[src/rtl/nprc_pkg.sv]
`default_nettype none
// ----------------------------------------------------------------------------
// nprc_pkg: shared types and constants of the neighbour predictive coder
// Payload structures of the three channels, register indexes, prediction
// modes and the position flags passed from the scan tracker.
// ----------------------------------------------------------------------------
package nprc_pkg;

  localparam int PIX_W                  = 8;
  localparam int RES_W                  = 9;
  localparam int MODE_W                 = 2;
  localparam int LINE_WIDTH_W           = 11;
  localparam int CFG_INDEX_W            = 1;
  localparam int DEF_MAX_LINE_WIDTH     = 1024;
  localparam logic [LINE_WIDTH_W-1:0] LINE_WIDTH_RST = 11'd1024;

  typedef enum logic [MODE_W-1:0] {
    MODE_WEST  = 2'd0,
    MODE_NORTH = 2'd1,
    MODE_ADAPT = 2'd2,
    MODE_GRAD  = 2'd3
  } mode_t;

  typedef enum logic [CFG_INDEX_W-1:0] {
    REG_MODE       = 1'b0,
    REG_LINE_WIDTH = 1'b1
  } cfg_idx_t;

  typedef struct packed {
    logic [PIX_W-1:0] pixel;
    logic             frame_start;
  } pix_t;

  typedef struct packed {
    logic signed [RES_W-1:0] residual;
    logic [PIX_W-1:0]        coded;
    logic                    direction;
    logic                    direction_valid;
    logic                    row_end;
  } res_t;

  typedef struct packed {
    logic [CFG_INDEX_W-1:0]  index;
    logic [LINE_WIDTH_W-1:0] wdata;
  } cfg_t;

  // Neighbour availability and row position of one pixel
  typedef struct packed {
    logic has_w;
    logic has_n;
    logic last;
  } pos_t;

endpackage
`default_nettype wire

[src/rtl/nprc_predict.sv]
`default_nettype none
// ----------------------------------------------------------------------------
// nprc_predict: predictor and residual coder
// Selects the prediction for the configured mode, forms the signed
// residual, the normalised code and the adaptive direction bit.
// ----------------------------------------------------------------------------
module nprc_predict (
  input  wire nprc_pkg::mode_t             mode,
  input  wire logic [nprc_pkg::PIX_W-1:0]  pixel,
  input  wire logic [nprc_pkg::PIX_W-1:0]  west,
  input  wire logic [nprc_pkg::PIX_W-1:0]  northwest,
  input  wire logic [nprc_pkg::PIX_W-1:0]  north,
  input  wire nprc_pkg::pos_t              pos,
  output nprc_pkg::res_t                   result
);
  import nprc_pkg::*;

  logic [PIX_W-1:0] pred, d_xw, d_xn, d_nnw, d_wnw;
  logic [PIX_W:0]   code_sum;
  logic             both;

  function automatic logic [PIX_W-1:0] abs_diff(input logic [PIX_W-1:0] a,
                                                input logic [PIX_W-1:0] b);
    abs_diff = (a > b) ? (a - b) : (b - a);
  endfunction

  always_comb begin
    d_xw  = abs_diff(pixel, west);
    d_xn  = abs_diff(pixel, north);
    d_nnw = abs_diff(north, northwest);
    d_wnw = abs_diff(west, northwest);
    both  = pos.has_w & pos.has_n;

    pred                   = '0;
    result.direction       = 1'b0;
    result.direction_valid = 1'b0;

    case (mode)
      MODE_WEST: begin
        if (pos.has_w) pred = west;
      end
      MODE_NORTH: begin
        if (pos.has_n) pred = north;
      end
      MODE_ADAPT: begin
        if (both) begin
          result.direction_valid = 1'b1;
          if (d_xw < d_xn) begin
            pred = west;
          end else begin
            pred             = north;
            result.direction = 1'b1;
          end
        end
      end
      MODE_GRAD: begin
        if (both) pred = (d_nnw < d_wnw) ? west : north;
      end
      default: begin
        pred = '0;
      end
    endcase

    result.residual = $signed({1'b0, pixel}) - $signed({1'b0, pred});
    // residual + 255 = pixel + (255 - pred), never negative
    code_sum        = {1'b0, pixel} + {1'b0, ~pred};
    result.coded    = code_sum[PIX_W:1];
    result.row_end  = pos.last;
  end

endmodule
`default_nettype wire
[config.mk]
export PLATFORM = sky130hd
export DESIGN_NAME = nprc_predict
export DESIGN_NICKNAME = d
export VERILOG_FILES = /design/src/rtl/nprc_pkg.sv /design/src/rtl/nprc_predict.sv
export SDC_FILE = /design/constraint.sdc
export NUM_CORES = 1
export LEC_CHECK = 0
export BUFFER_PORTS_ARGS = -buffer_cell sky130_fd_sc_hd__buf_2
export CAP_MARGIN = 10
export CORE_MARGIN = 2
export CORE_UTILIZATION = 42
export DETAILED_ROUTE_END_ITERATION = 8
export PLACE_DENSITY_LB_ADDON = 0.15
export SYNTH_ARGS = -nofsm -noshare
export SYNTH_HDL_FRONTEND = slang
export SYNTH_SLANG_ARGS = --single-unit
[constraint.sdc]
create_clock -name vclk -period 9.8
set_input_delay 0.98 -clock vclk [all_inputs]
set_output_delay 0.98 -clock vclk [all_outputs]
set_load 0.005 [all_outputs]
==> impl_metrics.tcl <==
set metrics [dict create \
    status "finished, final reports clean" \
    die_w_um 97.8 \
    vias 3558 \
    grt-ovfl-total 0 \
    final_util_pct 45.9 \
    crit_path_end_kind "primary output" \
    fmax_ghz 0.134 \
    syn_nets 606 \
    cts_resized 0 \
    grt_start_max_net_pins 13 \
    grt_use_total_pct 22.3 \
    core-area_um2 8640 \
    seqPwrFrac_pct 0 \
    avgRoutedWirePerCell_um 17.5 \
    dp.cells 618 \
    seq_cell_count 0 \
    synth_area_um2 3700 \
    drive_above_1_share_pct 14.9 \
    p_comb_share_pct 100.0 \
    hold_ws_ns 1.96 \
    antenna_found_initial 0 \
    intPower_w 0.000164 \
    yosysUniqueCellTypes 62 \
    min_path_cells 0 \
    power_frac_clock_pct 0 \
    finalSetupViolations 0 \
    drc 0 \
    pwr_density_cell_nw_per_um2 94.4 \
    drtIter0Drc 196 \
    p_leak_nw 2.03 \
    port_buffers 55 \
    min_to "result[0]" \
    ys_warn_count 0 \
    finalCriticalPeriod_ns 7.45 \
    finalCritPeriodShare_pct 76.0 \
    final_hold_viol_count 0 \
    switching_power_w 0.000210 \
    grt_pass1_vias 3337 \
    start_util_pct 42.8 \
    final-instance-count-excl-fill 618 \
    tightestPinTransition_ns 0.855 \
    peakVddDrop_mv 0.0556 \
    maxSlewHeadroom_pct 42.6 \
    cp.arrival_ns 6.47 \
    required_ns 8.82 \
    via_per_inst 5.76 \
    synth_area_per_cell_um2 7.78 \
    drv_cap 0 \
    hpwl_um 9430 \
    syn_inst 475 \
    cp_max_fo 11 \
    die_area_um2 9570 \
    clkbuf_count 0 \
    rows 34 \
    cp-start-kind "primary input" \
    cts_hold_buffers 0 \
    io_pins 57 \
    grt_pass1_wl_um 17700 \
    antenna_left 0 \
    fillers 918 \
    wl_um 10800 \
    holdCritStartpoint "pos[0]" \
    slew_violations 0 \
    nets 643 \
    regArea_um2 0 \
    finalPower_w 0.000374 \
    diodes 0 \
    place_congestion 0.929 \
    syn_to_final_growth_pct 7.21 \
    drt_first_pass_iters 5 \
    die_y_um 97.8 \
    seq_area_frac_synth_pct 0 \
    worstHoldPathType "in -> out" \
    cts_setup_buffers 0 \
    p_sw_share_pct 56.2 \
    critical_path_class "in -> out" \
    finalSetupTns_ns 0 \
    grt_setup_unrepaired "false" \
]
[cell families after synthesis]
kind of cell | count (synthesis) | share of synthesized area, %
AO/OA/AOI/OAI | 137 | 26.9
AND/OR/NAND/NOR | 114 | 16.2
adder cells (fa/ha/maj) | 94 | 33.9
buffers and inverters | 77 | 9.68
XOR/XNOR | 36 | 8.53
multiplexers | 17 | 4.77
[cell usage after synthesis, types with 3 or more instances]
cell	number	area share (%)
nand4_1	8	1.4
a32oi_1	4	0.95
clkbuf_1	4	0.41
nand2_1	36	3.7
mux2i_1	12	3.2
nand3_1	11	1.5
a21o_1	20	4.1
buf_4	7	1.4
nand2b_1	6	1.0
nor2b_1	14	2.4
xor2_1	14	3.3
a211o_1	3	0.71
a21oi_1	30	4.1
buf_6	5	1.5
mux2_1	3	0.91
nor3_1	4	0.54
or3_1	3	0.51
a31oi_1	9	1.5
inv_1	57	5.8
and3_1	6	1.0
xnor2_1	22	5.2
a211oi_1	5	1.0
o21ai_0	17	2.3
o221ai_1	3	0.71
buf_2	4	0.54
o31ai_1	4	0.81
nor2_1	11	1.1
fa_1	10	5.4
o21bai_2	3	0.91
o21ai_1	6	0.81
a22oi_1	8	1.6
and2_1	5	0.85
ha_1	84	28
[per-stage QoR]
step	instance area [µm²]	setup slack, ns
after floorplan	3700	3.50
after global placement	3960	2.55
after detailed placement	3960	2.43
after CTS	3960	2.41
after global routing	3960	1.91
final	3960	2.35
[how the worst max path moves through the flow]
stage	startpoint	to	slack (ns)	cells past startpoint
after global placement	north[0]	result[17]	2.55	26
after floorplan	pixel[0]	result[17]	3.50	24
after global routing	north[0]	result[17]	1.91	26
after CTS	north[0]	result[17]	2.41	26
final	north[0]	result[17]	2.35	26
after detailed placement	north[0]	result[17]	2.43	26
[placed cells by master (no fill, tap or decap), types with 8 or more instances in the layout]
cell / instances
a21o_1: 20
a21oi_1: 30
a22oi_1: 8
a31oi_1: 9
buf_2: 55
fa_1: 10
ha_1: 84
inv_1: 57
mux2i_1: 12
nand2_1: 36
nand3_1: 11
nand4_1: 8
nor2_1: 11
nor2b_1: 14
o21ai_0: 17
xnor2_1: 22
xor2_1: 14
[per-layer routing]
metal  GRT usage, %  vias up  share of wire [%]
met5              0        -                  0
met1           34.8     1668                 51
met4           1.28        0               0.70
li1               -     1754                  -
met3           1.50        4                6.2
met2           35.4      132                 43
[power groups by stage]
| stage | Clock, W | Combinational (W) | Sequential [W] |
|---|---|---|---|
| final | 0 | 0.000374 | 0 |
| after global routing | 0 | 0.000419 | 0 |
| after CTS | 0 | 0.000374 | 0 |
| after detailed placement | 0 | 0.000372 | 0 |
| after global placement | 0 | 0.000368 | 0 |
| after floorplan | 0 | 0.000272 | 0 |
[critical path, stage by stage]
cell	delay (ns)
buf_2	0.14
inv_1	0.10
ha_1	0.17
inv_1	0.05
fa_1	0.38
nand3_1	0.11
a21oi_1	0.07
o21ai_1	0.67
mux2i_1	0.37
o221ai_1	0.18
xor2_1	0.19
ha_1	0.32
a21oi_1	0.15
o21ai_0	0.11
a21oi_1	0.27
and3_1	0.21
a211o_1	0.28
a22o_1	0.22
ha_1	0.15
inv_1	0.04
fa_1	0.39
a21o_1	0.18
a21oi_1	0.28
o21bai_1	0.14
xor2_1	0.15
buf_2	0.13
[final cells by class]
| type | count | area [µm²] | share of cell area, % |
|---|---|---|---|
| Tap cell | 108 | 135 | 3.41 |
| Multi-Input combinational cell | 398 | 3340 | 84.2 |
| Timing Repair Buffer | 55 | 275 | 6.95 |
| Inverter | 57 | 214 | 5.40 |
No activity file was read; power rests on OpenSTA's default activity.
