--- config.mk ---
export PLATFORM = sky130hd
export DESIGN_NAME = nprc_scan
export DESIGN_NICKNAME = d
export VERILOG_FILES = /design/src/rtl/nprc_pkg.sv /design/src/rtl/nprc_scan.sv
export SDC_FILE = /design/constraint.sdc
export NUM_CORES = 1
export LEC_CHECK = 0
export BUFFER_PORTS_ARGS = -buffer_cell sky130_fd_sc_hd__buf_4
export CAP_MARGIN = 30
export CORE_MARGIN = 10
export CORE_UTILIZATION = 58
export DETAILED_ROUTE_END_ITERATION = 7
export PLACE_DENSITY = 0.84
export SYNTH_ARGS = -nofsm -noshare
export SYNTH_HDL_FRONTEND = slang
export SYNTH_SLANG_ARGS = --single-unit
export TNS_END_PERCENT = 10
--- constraint.sdc ---
create_clock -name clk -period 6.25 [get_ports clk]
set_input_delay 0.3125 -clock clk [delete_from_list [all_inputs] [get_ports clk]]
set_output_delay 0.3125 -clock clk [all_outputs]
set_load 0.03 [all_outputs]
--- src/rtl/nprc_pkg.sv ---
`default_nettype none
// ----------------------------------------------------------------------------
// nprc_pkg: shared types and constants of the neighbour predictive coder
// Payload structures of the three channels, register indexes, prediction
// modes and the position flags passed from the scan tracker.
// ----------------------------------------------------------------------------
package nprc_pkg;

  localparam int PIX_W                  = 8;
  localparam int RES_W                  = 9;
  localparam int MODE_W                 = 2;
  localparam int LINE_WIDTH_W           = 11;
  localparam int CFG_INDEX_W            = 1;
  localparam int DEF_MAX_LINE_WIDTH     = 1024;
  localparam logic [LINE_WIDTH_W-1:0] LINE_WIDTH_RST = 11'd1024;

  typedef enum logic [MODE_W-1:0] {
    MODE_WEST  = 2'd0,
    MODE_NORTH = 2'd1,
    MODE_ADAPT = 2'd2,
    MODE_GRAD  = 2'd3
  } mode_t;

  typedef enum logic [CFG_INDEX_W-1:0] {
    REG_MODE       = 1'b0,
    REG_LINE_WIDTH = 1'b1
  } cfg_idx_t;

  typedef struct packed {
    logic [PIX_W-1:0] pixel;
    logic             frame_start;
  } pix_t;

  typedef struct packed {
    logic signed [RES_W-1:0] residual;
    logic [PIX_W-1:0]        coded;
    logic                    direction;
    logic                    direction_valid;
    logic                    row_end;
  } res_t;

  typedef struct packed {
    logic [CFG_INDEX_W-1:0]  index;
    logic [LINE_WIDTH_W-1:0] wdata;
  } cfg_t;

  // Neighbour availability and row position of one pixel
  typedef struct packed {
    logic has_w;
    logic has_n;
    logic last;
  } pos_t;

endpackage
`default_nettype wire

--- src/rtl/nprc_scan.sv ---
`default_nettype none
// ----------------------------------------------------------------------------
// nprc_scan: raster position tracker
// Holds column and first-row state, clamps the column to the effective
// row width and flags neighbour availability and the end of each row.
// ----------------------------------------------------------------------------
module nprc_scan #(
  parameter int MAX_LINE_WIDTH = 1024,
  parameter int AW             = $clog2(MAX_LINE_WIDTH)
) (
  input  wire logic                              clk,
  input  wire logic                              rst_n,
  input  wire logic                              adv,
  input  wire logic                              frame_start,
  input  wire logic [nprc_pkg::LINE_WIDTH_W-1:0] line_width,
  output logic      [AW-1:0]                     col,
  output nprc_pkg::pos_t                         pos
);
  import nprc_pkg::*;

  localparam int WW   = $clog2(MAX_LINE_WIDTH + 1);
  localparam int CMPW = (WW > LINE_WIDTH_W) ? WW : LINE_WIDTH_W;

  logic [AW-1:0]   cc_r, cc_nxt, cc_start;
  logic            first_r, first_nxt, first;
  logic [CMPW-1:0] lw_ext;
  logic [WW-1:0]   width, col_p1;

  always_comb begin
    lw_ext = CMPW'(line_width);
    // Zero acts as one pixel, oversize clamps to the buffer depth
    if (line_width == '0) begin
      width = WW'(1);
    end else if (lw_ext > CMPW'(MAX_LINE_WIDTH)) begin
      width = WW'(MAX_LINE_WIDTH);
    end else begin
      width = WW'(lw_ext);
    end

    cc_start = frame_start ? '0 : cc_r;
    first    = frame_start | first_r;

    // Column past a shrunk row width ends the row at its last column
    if (WW'(cc_start) >= width) begin
      col = AW'(width - WW'(1));
    end else begin
      col = cc_start;
    end

    col_p1    = WW'(col) + WW'(1);
    pos.last  = (col_p1 >= width);
    pos.has_w = (col != '0);
    pos.has_n = ~first;

    if (pos.last) begin
      cc_nxt    = '0;
      first_nxt = 1'b0;
    end else begin
      cc_nxt    = AW'(col_p1);
      first_nxt = first;
    end
  end

  always_ff @(posedge clk) begin
    if (!rst_n) begin
      cc_r    <= '0;
      first_r <= 1'b1;
    end else if (adv) begin
      cc_r    <= cc_nxt;
      first_r <= first_nxt;
    end
  end

endmodule
`default_nettype wire

==> flow_metrics.py <==
metrics = {
    "cts": {
        "clock_path_buffers": 2,
        "htree_levels": 1,
        "cts_tree": "built",
        "numClockSinks": 11,
        "cts_setup_buffers": 0,
        "path_clk_slew_ps": 70,
        "clk_latency_ps": 290,
        "numCtsBuffers": 3,
        "clock-root-buffer": "clkbuf_4",
    },
    "logic_synthesis": {
        "yosysUniqueCellTypes": 59,
        "synth_compound_area_share_pct": 26.4,
        "synth_edf_count": 0,
        "synth_mux_area_share_pct": 4.02,
        "yosys.area_share.adder_pct": 16.3,
        "synthSimpleGateAreaFrac_pct": 29.6,
        "ys_seq_area_share_pct": 12.0,
        "ys_warn_count": 0,
        "synth_top_family_by_area": "simple AND/OR/NAND/NOR gates",
        "synth_nets": 281,
        "syn_inst": 242,
        "synth_seq_cells": 11,
        "syn-cell-area_um2": 1840,
        "postSynth.asyncResetShare_pct": 0,
        "synthXorXnorAreaFrac_pct": 5.65,
        "synth_ff_type": "dfxtp_1",
        "synth_area_per_cell_um2": 7.59,
    },
    "die": {
        "core_um2": 3050,
        "dieArea_um2": 5820,
        "pin_count": 28,
        "die_y_um": 76.3,
        "rows": 20,
        "die_w_um": 76.3,
        "start_util_pct": 60.2,
    },
    "min_path": {
        "hp-start": "rst_n",
        "hold_path_depth": 2,
        "hold_end": "first_r",
        "worstHoldPathType": "input pin to register",
    },
    "sta": {
        "hold_violations": 0,
        "tightest_slew_ps": 601,
        "worst_slack_ps": 542,
        "fmax_ghz": 0.175,
        "period_share_pct": 91.3,
        "finalSetupViolations": 0,
        "slew_violations": 0,
        "rsz0062_at_grt": "no",
        "fin_skew_ps": 2.10,
        "fin_setup_tns_ps": 0,
        "period_minus_slack_ps": 5710,
        "relSlewSlack_pct": 59.9,
    },
    "power_and_ir_drop": {
        "leakagePower_nw": 0.989,
        "ir_worst_vdd_v": 0.0000952,
        "power_density_nw_per_um2": 120,
        "finalPower_uw": 250,
    },
    "global_route": {
        "antenna_found_initial": 0,
        "grt_pass1_wl_um": 8640,
        "grt_usage_pct": 17.3,
        "grt_max_degree": 14,
        "grt_pass1_vias": 1810,
        "gr-total-overflow": 0,
    },
    "critical_path": {
        "r2r_end": "cc_r[9]",
        "slowest_delay_ps": 400,
        "path_class": "input pin to primary output",
        "worstPathRequired_ps": 5940,
        "worstPathArrival_ps": 5400,
        "rrSetupSlack_ps": 1190,
        "end_kind": "primary output",
        "path_common_cell": "ha_1",
        "crit_chain": "buf_4 -> nor3_1 -> and2_1 -> a21oi_1 -> nor2_1 -> ha_1 -> nand2b_1 -> a211oi_1 -> o311a_1 -> o21ai_1 -> mux2i_1 -> ha_1 -> nand2_1 -> and3b_1 -> o211ai_1 -> o41ai_2 -> xor2_1 -> ha_1 -> o21ai_0 -> a21oi_1 -> o31a_1 -> a311oi_2 -> inv_1 -> buf_4",
        "worstReg2RegStart": "cc_r[4]",
        "critPathLaunchType": "input pin",
        "slowest_stage": "mux2i_1",
        "path_max_fanout": 6,
        "worstRegToRegCells": 20,
    },
    "place": {
        "portBuffers": 27,
        "preCtsSetupSlack_ps": 404,
        "dp_hpwl_um": 4200,
        "gp_congestion": 0.908,
    },
    "cells_and_area": {
        "fin_nets": 303,
        "areaGrowthSynthToFinish_pct": 13.7,
        "final_common_cell": "buf_4",
        "final_cell_mix": "buf_4 (29), ha_1 (24), nand2_1 (16), inv_1 (15), nor2_1 (15)",
        "drive_above_1_share_pct": 18.3,
        "num_antenna_cells": 0,
    },
    "route": {
        "wl_um": 5210,
        "postRouteAntennaNets": 0,
        "vias": 1941,
        "routedWlPerCell_um": 17.0,
        "drc": 0,
        "drt_iter0_drc": 241,
        "drt_pass1_iterations": 5,
        "via_per_inst": 6.32,
    },
    "flow_run": {
        "drv_cap": 0,
    },
    "outcome": {
        "outcome": "finished, final reports clean",
    },
}
critical path: cells and delay by family:
family / cells / cell delay (ps)
mux: 1 / 400
buf+inv: 3 / 430
fa+ha+maj: 3 / 830
simple gates: 6 / 1420
xor+xnor: 1 / 250
compound gates: 10 / 1760
how the worst max path moves through the flow:
stage / startpoint / endpoint / cells past startpoint
finish: line_width[7] / pos[0] / 24
floorplan: line_width[2] / cc_r[9] / 23
CTS: line_width[2] / pos[0] / 24
global route: line_width[7] / pos[0] / 23
detailed placement: line_width[2] / cc_r[9] / 24
global placement: line_width[2] / cc_r[9] / 24
cell type report:
type	instances	area, µm²
Multi-Input combinational cell	204	1510
Fill cell	270	965
Clock buffer	4	26.3
Timing Repair Buffer	29	218
Sequential cell	11	220
Tap cell	44	55.1
Inverter	15	56.3
cells by family (layout without fill, tap and decap cells):
kind of cell | after synthesis | in the layout
adders and majority gates | 24 | 24
DFF | 11 | 11
and+or+nand+nor | 98 | 98
muxes | 7 | 7
AOI/OAI and AO/OA | 64 | 64
buffers and inverters | 27 | 48
xor gates and xnor gates | 11 | 11
state kept, by name, indices dropped and copies added, names as in the netlist:
signal,count
first_r,1
cc_r,10
routing by layer:
metal	wire length, µm	track usage (%)	vias up
met3	381	3.54	22
met4	168	6.69	0
met5	0	0	-
li1	-	-	942
met1	2280	21.7	881
met2	2390	28.1	96
cells in the mapped netlist, types with 9 or more instances:
library cell | count | area share, %
nand2_1 | 16 | 3.3
o21ai_0 | 9 | 2.5
inv_1 | 15 | 3.1
nor3_1 | 11 | 3.0
nand3_1 | 11 | 3.0
dfxtp_1 | 11 | 12
nor2_1 | 15 | 3.1
ha_1 | 24 | 16
a21oi_1 | 11 | 3.0
nand2b_1 | 13 | 4.4
timing repair:
item                                    4_1_cts  5_1_grt
endpoints found under the setup margin        0        1
gates resized for setup                       0        1
endpoints found under the hold margin         0        0
hold buffers                                  0        0
per-stage QoR:
stage               instance area, µm²  instances  hold slack [ps]  util [%]
global route                      2090        307              264      68.4
floorplan                         1840        242              389         -
CTS                               2080        307              254      68.2
global placement                  2060        303              451      67.3
detailed placement                2060        303              452      67.3
finish                            2090        307              242      68.4
power by group:
group          total, mW  internal (mW)  switching (mW)
Sequential        0.0742         0.0726         0.00154
Clock             0.0513         0.0249          0.0264
Combinational      0.124         0.0482          0.0760
Total              0.250          0.146           0.104
Power figures use the tool's default switching activity.
